<file path="src/rtl/core/bgs_pkg.sv">
`timescale 1ns / 1ps

package bgs_pkg;

  localparam int unsigned INDEX_BITS_DEF = 10;
  localparam int unsigned FRAC_BITS_DEF  = 16;

  // shared multiplier operand width (signed) and product width
  localparam int unsigned MUL_W  = 33;
  localparam int unsigned PROD_W = 2 * MUL_W;

  // sigma width and serial divider quotient bits (distance / sigma in Q16, below 16.0)
  localparam int unsigned SIG_W   = 31;
  localparam int unsigned NORM_SH = 16;
  localparam int unsigned DIV_QB  = NORM_SH + 4;
  localparam int unsigned DIV_CW  = $clog2(DIV_QB);

  // 0.1 rad per time unit as a fraction of a turn, scaled by 2^32
  localparam logic [MUL_W-1:0] OMEGA_TURN_K = 33'd68356528;
  localparam logic [30:0]      ONE_Q30      = 31'h4000_0000;
  localparam logic [MUL_W-1:0] EXP_M1_Q30   = 33'd395007542;
  localparam logic [30:0]      SIN_SEED     = 31'd172272;
  localparam logic [3:0]       EXP_TERMS    = 4'd10;
  localparam logic [9:0]       EXP_N_MAX    = 10'd24;

  // odd taylor coefficients of sine in q30, highest order first after the seed
  function automatic logic [30:0] sin_coef(input logic [1:0] idx);
    logic [30:0] c;
    case (idx)
      2'd0:    c = 31'd5026995;
      2'd1:    c = 31'd85569306;
      2'd2:    c = 31'd693598670;
      default: c = 31'd1686629713;
    endcase
    return c;
  endfunction

  // floor((2^32 - 1) / k), quotient estimate is low by at most one
  function automatic logic [31:0] exp_recip(input logic [3:0] k);
    logic [31:0] m;
    case (k)
      4'd1:    m = 32'd4294967295;
      4'd2:    m = 32'd2147483647;
      4'd3:    m = 32'd1431655765;
      4'd4:    m = 32'd1073741823;
      4'd5:    m = 32'd858993459;
      4'd6:    m = 32'd715827882;
      4'd7:    m = 32'd613566756;
      4'd8:    m = 32'd536870911;
      4'd9:    m = 32'd477218588;
      4'd10:   m = 32'd429496729;
      default: m = 32'd0;
    endcase
    return m;
  endfunction

endpackage

</file>
<file path="src/rtl/core/bgs_mul.sv">
`timescale 1ns / 1ps

module bgs_mul import bgs_pkg::*; (
  input  logic                     clk_i,
  input  logic signed [MUL_W-1:0]  a_i,
  input  logic signed [MUL_W-1:0]  b_i,
  output logic signed [PROD_W-1:0] p_o
);

  logic signed [PROD_W-1:0] p_q;

  always_ff @(posedge clk_i) begin
    p_q <= a_i * b_i;
  end

  assign p_o = p_q;

endmodule

</file>
<file path="config.mk">
export PLATFORM = sky130hd
export DESIGN_NAME = bgs_mul
export DESIGN_NICKNAME = d
export VERILOG_FILES = /design/src/rtl/core/bgs_pkg.sv /design/src/rtl/core/bgs_mul.sv
export SDC_FILE = /design/constraint.sdc
export NUM_CORES = 2
export LEC_CHECK = 0
export BUFFER_PORTS_ARGS = -buffer_cell sky130_fd_sc_hd__clkbuf_2
export CORE_MARGIN = 10
export CORE_UTILIZATION = 30
export CTS_CLUSTER_SIZE = 20
export DETAILED_ROUTE_END_ITERATION = 6
export PLACE_DENSITY = 0.43
export SLEW_MARGIN = 20
export SYNTH_ARGS = -nofsm -noshare
export SYNTH_HDL_FRONTEND = slang
export SYNTH_SLANG_ARGS = --single-unit
</file>
<file path="constraint.sdc">
create_clock -name clk_i -period 13.8 [get_ports clk_i]
set_clock_uncertainty 0.1 [all_clocks]
set_input_delay 1.38 -clock clk_i [delete_from_list [all_inputs] [get_ports clk_i]]
set_output_delay 1.38 -clock clk_i [all_outputs]
set_load 0.01 [all_outputs]
</file>
==> impl_metrics.ini <==
[run_status]
outcome = complete, no violations

[setup_path]
startpoint = a_i[32]
cp_max_fo = 33
crit_path_end_kind = flop
startpoint_type = primary input
critical_path_arrival_ns = 10.00
critical_path_class = primary input to flop
required_ns = 14.03
critical-path-top-delay-family = adder cells
cp_slowest_cell = fa_1
crit_top_cell = fa_1
crit_path_max_incr_delay_ns = 1.08
cp_num_buf_inv = 7

[synth]
synth_top_area_share_pct = 56.3
synth_flop_cell = dfxtp_1
yosysWarningCount = 0
yosys.area.top_type = fa_1
syn_nets = 5767
ys_ff_latch = 66
syn_avg_cell_area_um2 = 9.39
synth_async_sr_flop_share_pct = 0
synth_edf_count = 0
seq_area_frac_synth_pct = 3.24
netlist_area_um2 = 40700
yosysUniqueCellTypes = 80
synthCells = 4338
yosys-top-cells-area = fa_1 (56%), inv_1 (10%), and2_1 (8.6%), ha_1 (6.7%), nand2_1 (5.1%)

[job]
drv_cap = 0

[sta]
rsz0062_at_grt = no
setup_violations = 0
maxSlewViolCount = 0
fmax_mhz = 102
tns_ns = 0
period_needed_ns = 9.77
hold_violations = 0
finalCritPeriodShare_pct = 70.8
worstMarginPinSlew_ns = 1.21
relSlewSlack_pct = 19.4

[finish]
nets = 5748
register_area_um2 = 1320
nFillCells = 14300
multi_input_area_um2 = 34300
largest_reg_flops = 66
final_layout_size_suffix_gt1_share_pct = 5.67
syn_to_final_growth_pct = 6.79

[floorplanning]
fp.dieH_um = 388
core_area_um2 = 135000
rows = 135
initial_utilization_pct = 30.1
ios = 133
dieArea_um2 = 151000
die_w_um = 388

[clock_tree]
postCtsHoldBufs = 0
cts.sinks = 66
htree_levels = 3
clock-root-buffer = clkbuf_16
path_clk_slew_ns = 0.08
cts_buffers = 9
cts_buffer_depth = 2
ctsResizeCount = 0
cts_tree = done
cts_setup_buffers = 0

[routing]
ant_nets = 0
via_per_inst = 4.56
wl_um = 127000
num_vias = 27800
drt_iter0_drc = 1401
wl_per_cell_um = 20.8
drtPass1Iterations = 5
drc = 0

[placement]
gp_congestion = 0.885
dp_hpwl_um = 105000
io_buffers = 132

[global_route]
overflow = 0
grt_pass1_vias = 31600
grt_max_degree = 34
grt_first_pass_wirelength_um = 199000
grt.total_usage_pct = 17.5
antenna_found_initial = 12

[min_path]
whs_path_depth = 3
hold_path_class = primary input to flop
min_from = b_i[0]
min_to = p_o[0]
## metrics by stage
stage,area [um2],hold slack (ns),std cells,util (%),worst slack (ns)
global route,43500,1.41,6106,32.2,3.43
floorplan,40700,1.41,4338,-,5.08
global placement,43200,1.67,6089,32.0,3.50
CTS,43500,1.39,6105,32.2,3.86
detailed placement,43200,1.67,6089,32.0,3.41
finish,43500,1.41,6107,32.2,4.03
## worst max-delay path by stage
stage | end | slack, ns | depth (start not counted)
3_3_place_gp | p_o[58] | 3.50 | 25
4_1_cts | p_o[58] | 3.86 | 25
2_1_floorplan | p_o[62] | 5.08 | 23
6_report | p_o[58] | 4.03 | 25
5_1_grt | p_o[58] | 3.43 | 25
3_5_place_dp | p_o[58] | 3.41 | 25
## cells in the final DEF, fill, tap and decap left out, drive strengths merged, types with 3 or more instances in the layout
cell type / Yosys / routed
nand4: 12 / 12
o21a: 6 / 6
or3: 3 / 3
buf: 13 / 59
xor2: 25 / 25
fa: 1145 / 1145
and2: 563 / 563
or2: 3 / 3
nor2: 68 / 68
a211oi: 11 / 11
a21o: 38 / 38
inv: 1131 / 1133
nor3: 7 / 7
a21boi: 3 / 3
xnor2: 43 / 43
nand3: 26 / 26
dfxtp: 66 / 66
o211ai: 5 / 5
nor4: 3 / 3
clkbuf: 208 / 141
nand2: 551 / 551
ha: 217 / 217
and4: 5 / 5
o31ai: 7 / 7
a221oi: 3 / 3
o21bai: 11 / 11
clkinvlp: 0 / 3
nand2b: 12 / 12
nor2b: 5 / 5
a21oi: 61 / 61
a211o: 6 / 6
o21ai: 33 / 33
and3: 6 / 6
a31oi: 9 / 9
## cell type report
type                    instances  area share (%)
multi-input cells            2920            78.9
inverters                    1131            9.76
well taps                    1781            5.12
flip-flops and latches         66            3.04
repair buffers                191            2.54
clock buffers                   9           0.518
clock inverters                 7           0.124
diodes                          2          0.0115
## synthesized netlist by cell type, drive strengths merged (2+ instances only)
cell     number
fa         1145
inv        1131
and2        563
nand2       551
ha          217
clkbuf      208
nor2         68
dfxtp        66
a21oi        61
xnor2        43
a21o         38
o21ai        33
nand3        26
xor2         25
buf          13
nand2b       12
nand4        12
a211oi       11
o21bai       11
a31oi         9
nor3          7
o31ai         7
a211o         6
and3          6
o21a          6
and4          5
nor2b         5
o211ai        5
a21boi        3
a221oi        3
nor4          3
or2           3
or3           3
a2111o        2
a2111oi       2
a22oi         2
a311o         2
a311oi        2
a31o          2
nor3b         2
nor4b         2
o221a         2
o311ai        2
or3b          2
## kinds of logic (layout without fill, tap and decap cells)
| kind of cell | count (synthesis) | count (layout) | share of synthesized area, % |
|---|---|---|---|
| flip-flops | 66 | 66 | 3.24 |
| other | 0 | 2 | 0 |
| buffers and inverters | 1352 | 1338 | 12.5 |
| AND/OR/NAND/NOR | 1271 | 1271 | 15.8 |
| adder cells (fa/ha/maj) | 1362 | 1362 | 62.9 |
| AO/OA/AOI/OAI | 219 | 219 | 4.07 |
| XOR/XNOR | 68 | 68 | 1.46 |
## layer usage
metal / vias up / GRT usage (%) / wire length, um
met5: - / 0 / 37
met4: 6 / 5.09 / 3650
met3: 143 / 2.31 / 5570
met2: 582 / 29.5 / 62400
met1: 14800 / 23.2 / 55400
li1: 12300 / - / -
Power is left out: the tool's default activity adds up to more than one toggle a clock period on the data nets, which glitch-free logic cannot reach.
