`src/rtl/core/bgs_pkg.sv`:
```
`timescale 1ns / 1ps

package bgs_pkg;

  localparam int unsigned INDEX_BITS_DEF = 10;
  localparam int unsigned FRAC_BITS_DEF  = 16;

  // shared multiplier operand width (signed) and product width
  localparam int unsigned MUL_W  = 33;
  localparam int unsigned PROD_W = 2 * MUL_W;

  // sigma width and serial divider quotient bits (distance / sigma in Q16, below 16.0)
  localparam int unsigned SIG_W   = 31;
  localparam int unsigned NORM_SH = 16;
  localparam int unsigned DIV_QB  = NORM_SH + 4;
  localparam int unsigned DIV_CW  = $clog2(DIV_QB);

  // 0.1 rad per time unit as a fraction of a turn, scaled by 2^32
  localparam logic [MUL_W-1:0] OMEGA_TURN_K = 33'd68356528;
  localparam logic [30:0]      ONE_Q30      = 31'h4000_0000;
  localparam logic [MUL_W-1:0] EXP_M1_Q30   = 33'd395007542;
  localparam logic [30:0]      SIN_SEED     = 31'd172272;
  localparam logic [3:0]       EXP_TERMS    = 4'd10;
  localparam logic [9:0]       EXP_N_MAX    = 10'd24;

  // odd taylor coefficients of sine in q30, highest order first after the seed
  function automatic logic [30:0] sin_coef(input logic [1:0] idx);
    logic [30:0] c;
    case (idx)
      2'd0:    c = 31'd5026995;
      2'd1:    c = 31'd85569306;
      2'd2:    c = 31'd693598670;
      default: c = 31'd1686629713;
    endcase
    return c;
  endfunction

  // floor((2^32 - 1) / k), quotient estimate is low by at most one
  function automatic logic [31:0] exp_recip(input logic [3:0] k);
    logic [31:0] m;
    case (k)
      4'd1:    m = 32'd4294967295;
      4'd2:    m = 32'd2147483647;
      4'd3:    m = 32'd1431655765;
      4'd4:    m = 32'd1073741823;
      4'd5:    m = 32'd858993459;
      4'd6:    m = 32'd715827882;
      4'd7:    m = 32'd613566756;
      4'd8:    m = 32'd536870911;
      4'd9:    m = 32'd477218588;
      4'd10:   m = 32'd429496729;
      default: m = 32'd0;
    endcase
    return m;
  endfunction

endpackage

```
`src/rtl/core/bgs_div.sv`:
```
`timescale 1ns / 1ps

module bgs_div import bgs_pkg::*; (
  input  logic              clk_i,
  input  logic              rst_ni,
  input  logic              start_i,
  input  logic [SIG_W-1:0]  num_hi_i,
  input  logic [3:0]        num_lo_i,
  input  logic [SIG_W-1:0]  den_i,
  output logic              busy_o,
  output logic              done_o,
  output logic [DIV_QB-1:0] quot_o
);

  logic              busy_q, done_q;
  logic [DIV_CW-1:0] cnt_q;
  logic [SIG_W-1:0]  rem_q, den_q;
  logic [DIV_QB-1:0] sh_q, quot_q;
  logic [SIG_W:0]    trial;
  logic              ge;

  // restoring step, one quotient bit a cycle
  assign trial = {rem_q, sh_q[DIV_QB-1]};
  assign ge    = trial >= {1'b0, den_q};

  always_ff @(posedge clk_i or negedge rst_ni) begin
    if (!rst_ni) begin
      busy_q <= 1'b0;
      done_q <= 1'b0;
      cnt_q  <= '0;
    end else begin
      done_q <= 1'b0;
      if (start_i) begin
        busy_q <= 1'b1;
        cnt_q  <= '0;
      end else if (busy_q) begin
        cnt_q <= cnt_q + 1'b1;
        if (cnt_q == DIV_CW'(DIV_QB - 1)) begin
          busy_q <= 1'b0;
          done_q <= 1'b1;
        end
      end
    end
  end

  always_ff @(posedge clk_i) begin
    if (start_i) begin
      rem_q  <= num_hi_i;
      den_q  <= den_i;
      sh_q   <= {num_lo_i, NORM_SH'(0)};
      quot_q <= '0;
    end else if (busy_q) begin
      rem_q  <= ge ? SIG_W'(trial - {1'b0, den_q}) : trial[SIG_W-1:0];
      sh_q   <= {sh_q[DIV_QB-2:0], 1'b0};
      quot_q <= {quot_q[DIV_QB-2:0], ge};
    end
  end

  assign busy_o = busy_q;
  assign done_o = done_q;
  assign quot_o = quot_q;

  ap_no_restart: assert property (@(posedge clk_i) disable iff (!rst_ni)
    start_i |-> !busy_q) else $error("divider restarted while busy");

  ap_done_pulse: assert property (@(posedge clk_i) disable iff (!rst_ni)
    done_q |=> !done_q) else $error("divider done held");

endmodule

```
`config.mk`:
```
export PLATFORM = sky130hd
export DESIGN_NAME = bgs_div
export DESIGN_NICKNAME = d
export VERILOG_FILES = /design/src/rtl/core/bgs_pkg.sv /design/src/rtl/core/bgs_div.sv
export SDC_FILE = /design/constraint.sdc
export NUM_CORES = 1
export LEC_CHECK = 0
export ABC_AREA = 0
export BUFFER_PORTS_ARGS = -buffer_cell sky130_fd_sc_hd__buf_2
export CORE_MARGIN = 8
export CORE_UTILIZATION = 50
export DETAILED_ROUTE_END_ITERATION = 16
export GPL_ROUTABILITY_DRIVEN = 1
export PLACE_DENSITY = 0.72
export SETUP_SLACK_MARGIN = 0.5
export SYNTH_ARGS = -nofsm -noshare
export SYNTH_HDL_FRONTEND = slang
export SYNTH_SLANG_ARGS = --single-unit
export TNS_END_PERCENT = 30
```
`constraint.sdc`:
```
create_clock -name clk_i -period 8.9 [get_ports clk_i]
set_input_delay 1.78 -clock clk_i [delete_from_list [all_inputs] [get_ports clk_i]]
set_output_delay 1.78 -clock clk_i [all_outputs]
set_load 0.01 [all_outputs]
```
==> results of run 1 <==
==> layer usage <==
metal  GRT usage, %  up-vias
li1               -     2253
met1           24.0     2112
met2           28.0      107
met3           4.95        9
met4           5.26        2
met5              0        -
==> stage by stage <==
stage,utilization (%),std cells
after global placement,56.3,783
after CTS,59.4,799
after global routing,59.4,799
after detailed placement,56.3,783
final,59.4,799
after floorplan,-,575
==> worst min-delay path, stage by stage, from the launching register on <==
cell	delay (ns)
dfxtp_1	0.33
mux2i_1	0.07
nor2_1	0.08
==> layout make-up <==
type	instances	area, sq um
clock buffers	12	279
clock inverters	4	56.3
fillers	984	4440
inverters	37	139
multi-input cells	420	2810
flip-flops and latches	93	2560
well taps	140	175
repair buffers	93	473
==> placed cells by master, fill, tap and decap left out, types with 11 or more instances in the layout <==
cell type,Yosys,final
buf_2,3,90
edfxtp_1,66,66
nand2_1,63,63
nor2_1,61,61
inv_1,37,37
a21oi_1,36,36
ha_1,32,32
mux2i_1,26,26
o21ai_0,24,24
dfxtp_1,20,20
a31oi_1,19,19
xnor2_1,19,19
and3_1,13,13
a21o_1,11,11
clkbuf_16,0,11
==> logic make-up after synthesis <==
logic type / after synthesis / share of synthesized area [%]
buffers and inverters: 62 / 4.73
AO/OA/AOI/OAI: 140 / 16.7
adder cells (fa/ha/maj): 33 / 7.46
flip-flops: 93 / 45.4
AND/OR/NAND/NOR: 189 / 15.9
multiplexers: 31 / 5.61
XOR/XNOR: 27 / 4.19
==> power by group <==
group	internal, uW	switching (uW)	total (uW)
registers	581	54.2	636
clock network	255	169	424
logic	434	612	1050
total	1270	836	2110
==> state kept, by name (all words and copies together), names as in the netlist <==
signal,count
den_q,31
rem_q,31
quot_o,20
cnt_q,5
sh_q,4
busy_o,1
done_o,1
==> path summary, 6_finish.rpt <==
| path | from | endpoint | slack [ns] | cells past startpoint |
|---|---|---|---|---|
| max | start_i | rem_q[22] | 5.11 | 6 |
| min | quot_o[19] | quot_o[19] | 0.51 | 2 |
| max reg2reg | sh_q[19] | rem_q[28] | 5.13 | 11 |
| min reg2reg | quot_o[19] | quot_o[19] | 0.51 | 2 |
| max in group asynchronous | rst_ni | cnt_q[3] | 7.50 | 1 |
| min in group asynchronous | rst_ni | cnt_q[1] | 1.25 | 1 |
==> metrics.cfg, run 1 <==
[place]
port_buffers=90
place_area_sq_um=6160
dp_hpwl_um=9730
place_ws_ns=4.69
place.gp.congestion=0.863

[clock_network]
cts_resized=0
h-tree-depth=3
clockBufferDepth=2
post_cts_buffers=0
cts_hold_buf=0
cts_made_buffers=9
clkSinkCount=93
cts_tree=yes
clockRootBuffer=clkbuf_16
clk_latency_ns=0.35
clkTransAtPathRegs_ns=0.07

[floorplanning]
die_width_um=122
rows=38
dieArea_sq_um=14900
die_h_um=122
io-pin-count=91
design.core.area_sq_um=10900
initial_utilization_pct=51.6

[detailed_routing]
vias=4483
drc=0
routedWlPerCell_um=16.5
top_layer=met5
viasPerCell=5.61
initialDrtViolationCount=306
finalWirelength_um=13200
antenna_left=0
drt-met1-wl_um=6340
wl_met2_um=6000
first_pass_iters=5
route.met3.wl_um=673

[hold_path]
holdCritPathClass=reg -> reg

[sta]
worst_pin_slew_ns=0.933
fin_skew_ns=0.00902
holdWs_ns=0.507
hold_viol=0
max_slew_margin_pct=37.8
timing.final.crit_share_pct=42.5
finalSetupViolCount=0
slew_violations=0
fmax_mhz=264
period_minus_slack_ns=3.79
rsz0062_at_grt=no
final.setup.tns_ns=0
worst_slack_ns=5.11

[setup_path]
path_class=in -> reg
cpPeakStageDelay_ns=0.65
critPathBufInv=4
end_kind=flop
arrival_ns=3.89
cp_top_family=buffers and inverters
cp_common_cell=buf_4
crit_slowest_cell=buf_2
critPathRequiredTime_ns=9.00
start_kind=input pin
critPathMaxFanout=45
crit_chain=buf_2 > buf_4 > inv_1 > buf_4 > and3_1 > a221o_1

[logic_synthesis]
yosysWarnings=0
synth-edff-count=66
ys_seq_area_share_pct=45.4
synth_top_area_cell=edfxtp_1
syn_nets=677
postSynthCellCount=575
synth_top_area_share_pct=35.2
synthDistinctLibCells=71
synthTopCellsByCount=edfxtp_1 (66), nand2_1 (63), nor2_1 (61)
synth_ff_type=edfxtp_1
ys_ff_latch=93
yosysMostFrequentCell=edfxtp_1
synth_area_leaders=edfxtp_1 (35%), dfxtp_1 (7.1%), ha_1 (7.1%), mux2i_1 (4.6%), nand2_1 (4.2%)
synth_area_per_cell_sq_um=9.81
async_flop_share_pct=7.53
syn_area_sq_um=5640

[global_routing]
grt_pass1_vias=4465
grt_max_degree=46
track_usage_pct=18.0
antenna_found_initial=1
grt_pass1_wl_um=21700
grt_overflow=0

[power_and_ir_drop]
leakage_uw=0.00301
power.density_nw_per_um2=324
vdd.ir_drop.worst_v=0.000148
total_power_uw=2110

[run]
maxCapViolCount=0

[outcome]
status=finished, final reports clean

[cells_and_area]
diodes=0
area.growth.synth_to_final_pct=15.2
drive_gt1_share_pct=19.0
fin_nets=756
fin_area_sq_um=6490

No activity file was read; power rests on OpenSTA's default activity.
==> run 2: changes to the inputs <==
- PLACE_DENSITY: 0.72 -> 0.75
- clock period: 8.9 -> 3.05 ns (I/O delays scaled with it)
==> metrics.cfg, run 2 (same netlist as run 1, synthesis figures left out) <==
[power_and_ir_drop]
vdd.ir_drop.worst_v=0.000484  ; was 0.000148 V
clkPwrFrac_pct=16.2  ; was 20.1%
seqPwrFrac_pct=27.7  ; was 30.2%
leakage_uw=0.00318  ; was 0.00301 uW
power_frac_comb_pct=56.1  ; was 49.7%
p_int_uw=4010  ; was 1270 uW
power.density_nw_per_um2=973  ; was 324 nW/um^2
switchingPower_uw=2770  ; was 836 uW
switching_share_pct=40.8  ; was 39.7%

[cells_and_area]
seqCellArea_sq_um=2560  ; unchanged
fin_area_sq_um=6960  ; was 6490 sq um
layout_commonest_cell=buf_2  ; unchanged
layout_common_cells=buf_2 (90), edfxtp_1 (66), nor2_1 (60)  ; was buf_2 (90), edfxtp_1 (66), nand2_1 (63)
fillers=896  ; was 984
fin_nets=790  ; was 756
multi_input_area_sq_um=3040  ; was 2810 sq um
diodes=0  ; unchanged
stdcell_count=833  ; was 799
drive_gt1_share_pct=29.0  ; was 19.0%
area.growth.synth_to_final_pct=23.5  ; was 15.2%

[sta]
period_minus_slack_ns=2.95
rsz0062_at_grt=yes  ; was no
worst_pin_slew_ns=0.534  ; was 0.933 ns
slew_violations=0  ; unchanged
holdWs_ns=0.0682  ; was 0.507 ns
fin_skew_ns=0.00900  ; was 0.00902 ns
fmax_mhz=338
hold_viol=0  ; unchanged
finalSetupViolCount=0  ; unchanged
max_slew_margin_pct=64.4  ; was 37.8%
timing.final.crit_share_pct=96.9
worst_slack_ns=0.0956  ; was 5.11 ns

[detailed_routing]
routedWlPerCell_um=17.5  ; was 16.5 um
initialDrtViolationCount=313  ; was 306
drc=0  ; unchanged
finalWirelength_um=14600  ; was 13,200 um
antenna_left=0  ; unchanged
vias=4804  ; was 4,483
first_pass_iters=6  ; was 5
viasPerCell=5.77  ; was 5.61

[global_routing]
grt_pass1_wl_um=23500  ; was 21,700 um
grt_max_degree=50  ; was 46
track_usage_pct=19.8  ; was 18.0%
grt_pass1_vias=4896  ; was 4,465
grt_overflow=0  ; unchanged
antenna_found_initial=0  ; was 1

[setup_path]
cp_common_cell=or3_4  ; was buf_4
crit_slowest_cell=or3_4  ; was buf_2
crit_chain=ha_2 > fa_2 > and2b_2 > o2111ai_4 > and4b_1 > or3_4 > a31oi_4 > buf_6 > nor2_4 > or3_4 > a2bb2oi_2  ; was buf_2 > buf_4 > inv_1 > buf_4 > and3_1 > a221o_1
cpPeakStageDelay_ns=0.42  ; was 0.65 ns
end_kind=flop  ; unchanged
path_class=reg -> reg  ; was in -> reg
critPathRequiredTime_ns=3.27  ; was 9.00 ns
start_kind=flop  ; was input pin
arrival_ns=3.17  ; was 3.89 ns
critPathMaxFanout=8  ; was 45

[hold_path]
holdCritPathClass=in -> async  ; was reg -> reg

[place]
port_buffers=90  ; unchanged
place_area_sq_um=6350  ; was 6160 sq um
place_ws_ns=-0.0368  ; was 4.69 ns
dp_hpwl_um=10600  ; was 9730 um
dp_cells=808  ; was 783
place.gp.congestion=0.893  ; was 0.863

[run]
maxCapViolCount=0  ; unchanged

[floorplanning]
initial_utilization_pct=51.6  ; unchanged
die_width_um=122  ; unchanged
io-pin-count=91  ; unchanged
die_h_um=122  ; unchanged
rows=38  ; unchanged
dieArea_sq_um=14900  ; unchanged
design.core.area_sq_um=10900  ; unchanged

[clock_network]
clockBufferDepth=2  ; unchanged
cts_made_buffers=9  ; unchanged
clk_latency_ns=0.36  ; was 0.35 ns
h-tree-depth=3  ; unchanged
clkTransAtPathRegs_ns=0.07  ; about the same
cts_tree=yes  ; unchanged
clkSinkCount=93  ; unchanged
clockRootBuffer=clkbuf_16  ; unchanged

[outcome]
status=finished, final reports clean  ; unchanged

[run 2: power groups by stage]
stage	Sequential (uW)	Clock (uW)	Combinational [uW]
4_1_cts	1850	1120	3340
6_report	1880	1100	3800
3_3_place_gp	1870	0	3170
3_5_place_dp	1870	0	3250
2_1_floorplan	1820	0	2460
5_1_grt	1910	1170	4160
[run 2: repair_timing]
action / 4_1_cts / 5_1_grt
hold buffers: 0 / 0
buffers inserted: 5 / 3
gates cloned: 0 / 1
setup endpoints to repair: 32 / 32
resized for setup: 6 / 54
pin swaps: 3 / 19
[run 2: cell type report]
cell class / instances / area share, %
Tap cell: 140 / 2.52
Clock inverter: 7 / 0.881
Timing Repair Buffer: 126 / 10.9
Clock buffer: 9 / 3.23
Inverter: 37 / 1.99
Multi-Input combinational cell: 421 / 43.7
Sequential cell: 93 / 36.7
[run 2: per-stage QoR]
| stage | setup TNS (ns) | util [%] | total power, uW |
|---|---|---|---|
| floorplan | 0 | - | 4280 |
| global placement | 0 | 58.1 | 5030 |
| detailed placement | -0.238 | 58.1 | 5110 |
| CTS | 0 | 61.2 | 6310 |
| global route | -0.0401 | 63.7 | 7230 |
| finish | 0 | 63.7 | 6780 |
[run 2: worst paths after layout]
kind,from,end,slack (ns),cells past startpoint
max reg2reg,den_q[0],rem_q[20],0.1,11
min reg2reg,quot_o[19],quot_o[19],0.50,2
min,rst_ni,cnt_q[1],0.07,1
max in group asynchronous,rst_ni,busy_o,2.82,1
max,den_q[0],rem_q[20],0.1,11
min in group clk_i,den_i[12],den_q[12],0.42,1
[run 2: routing by layer]
metal	share of wire, %	track usage [%]	vias to the layer above
met1	44	24.0	2317
met3	5.2	4.81	25
met5	0	0	-
met2	49	33.3	145
li1	-	-	2317
met4	2.1	7.54	0
[run 2: critical path, delay by kind of cell, from the launching register on]
kind | cells | cell delay (ns)
adders and majority gates | 2 | 0.52
AOI/OAI and AO/OA | 3 | 0.41
and+or+nand+nor | 5 | 1.35
buffers and inverters | 1 | 0.15
DFF | 1 | 0.37
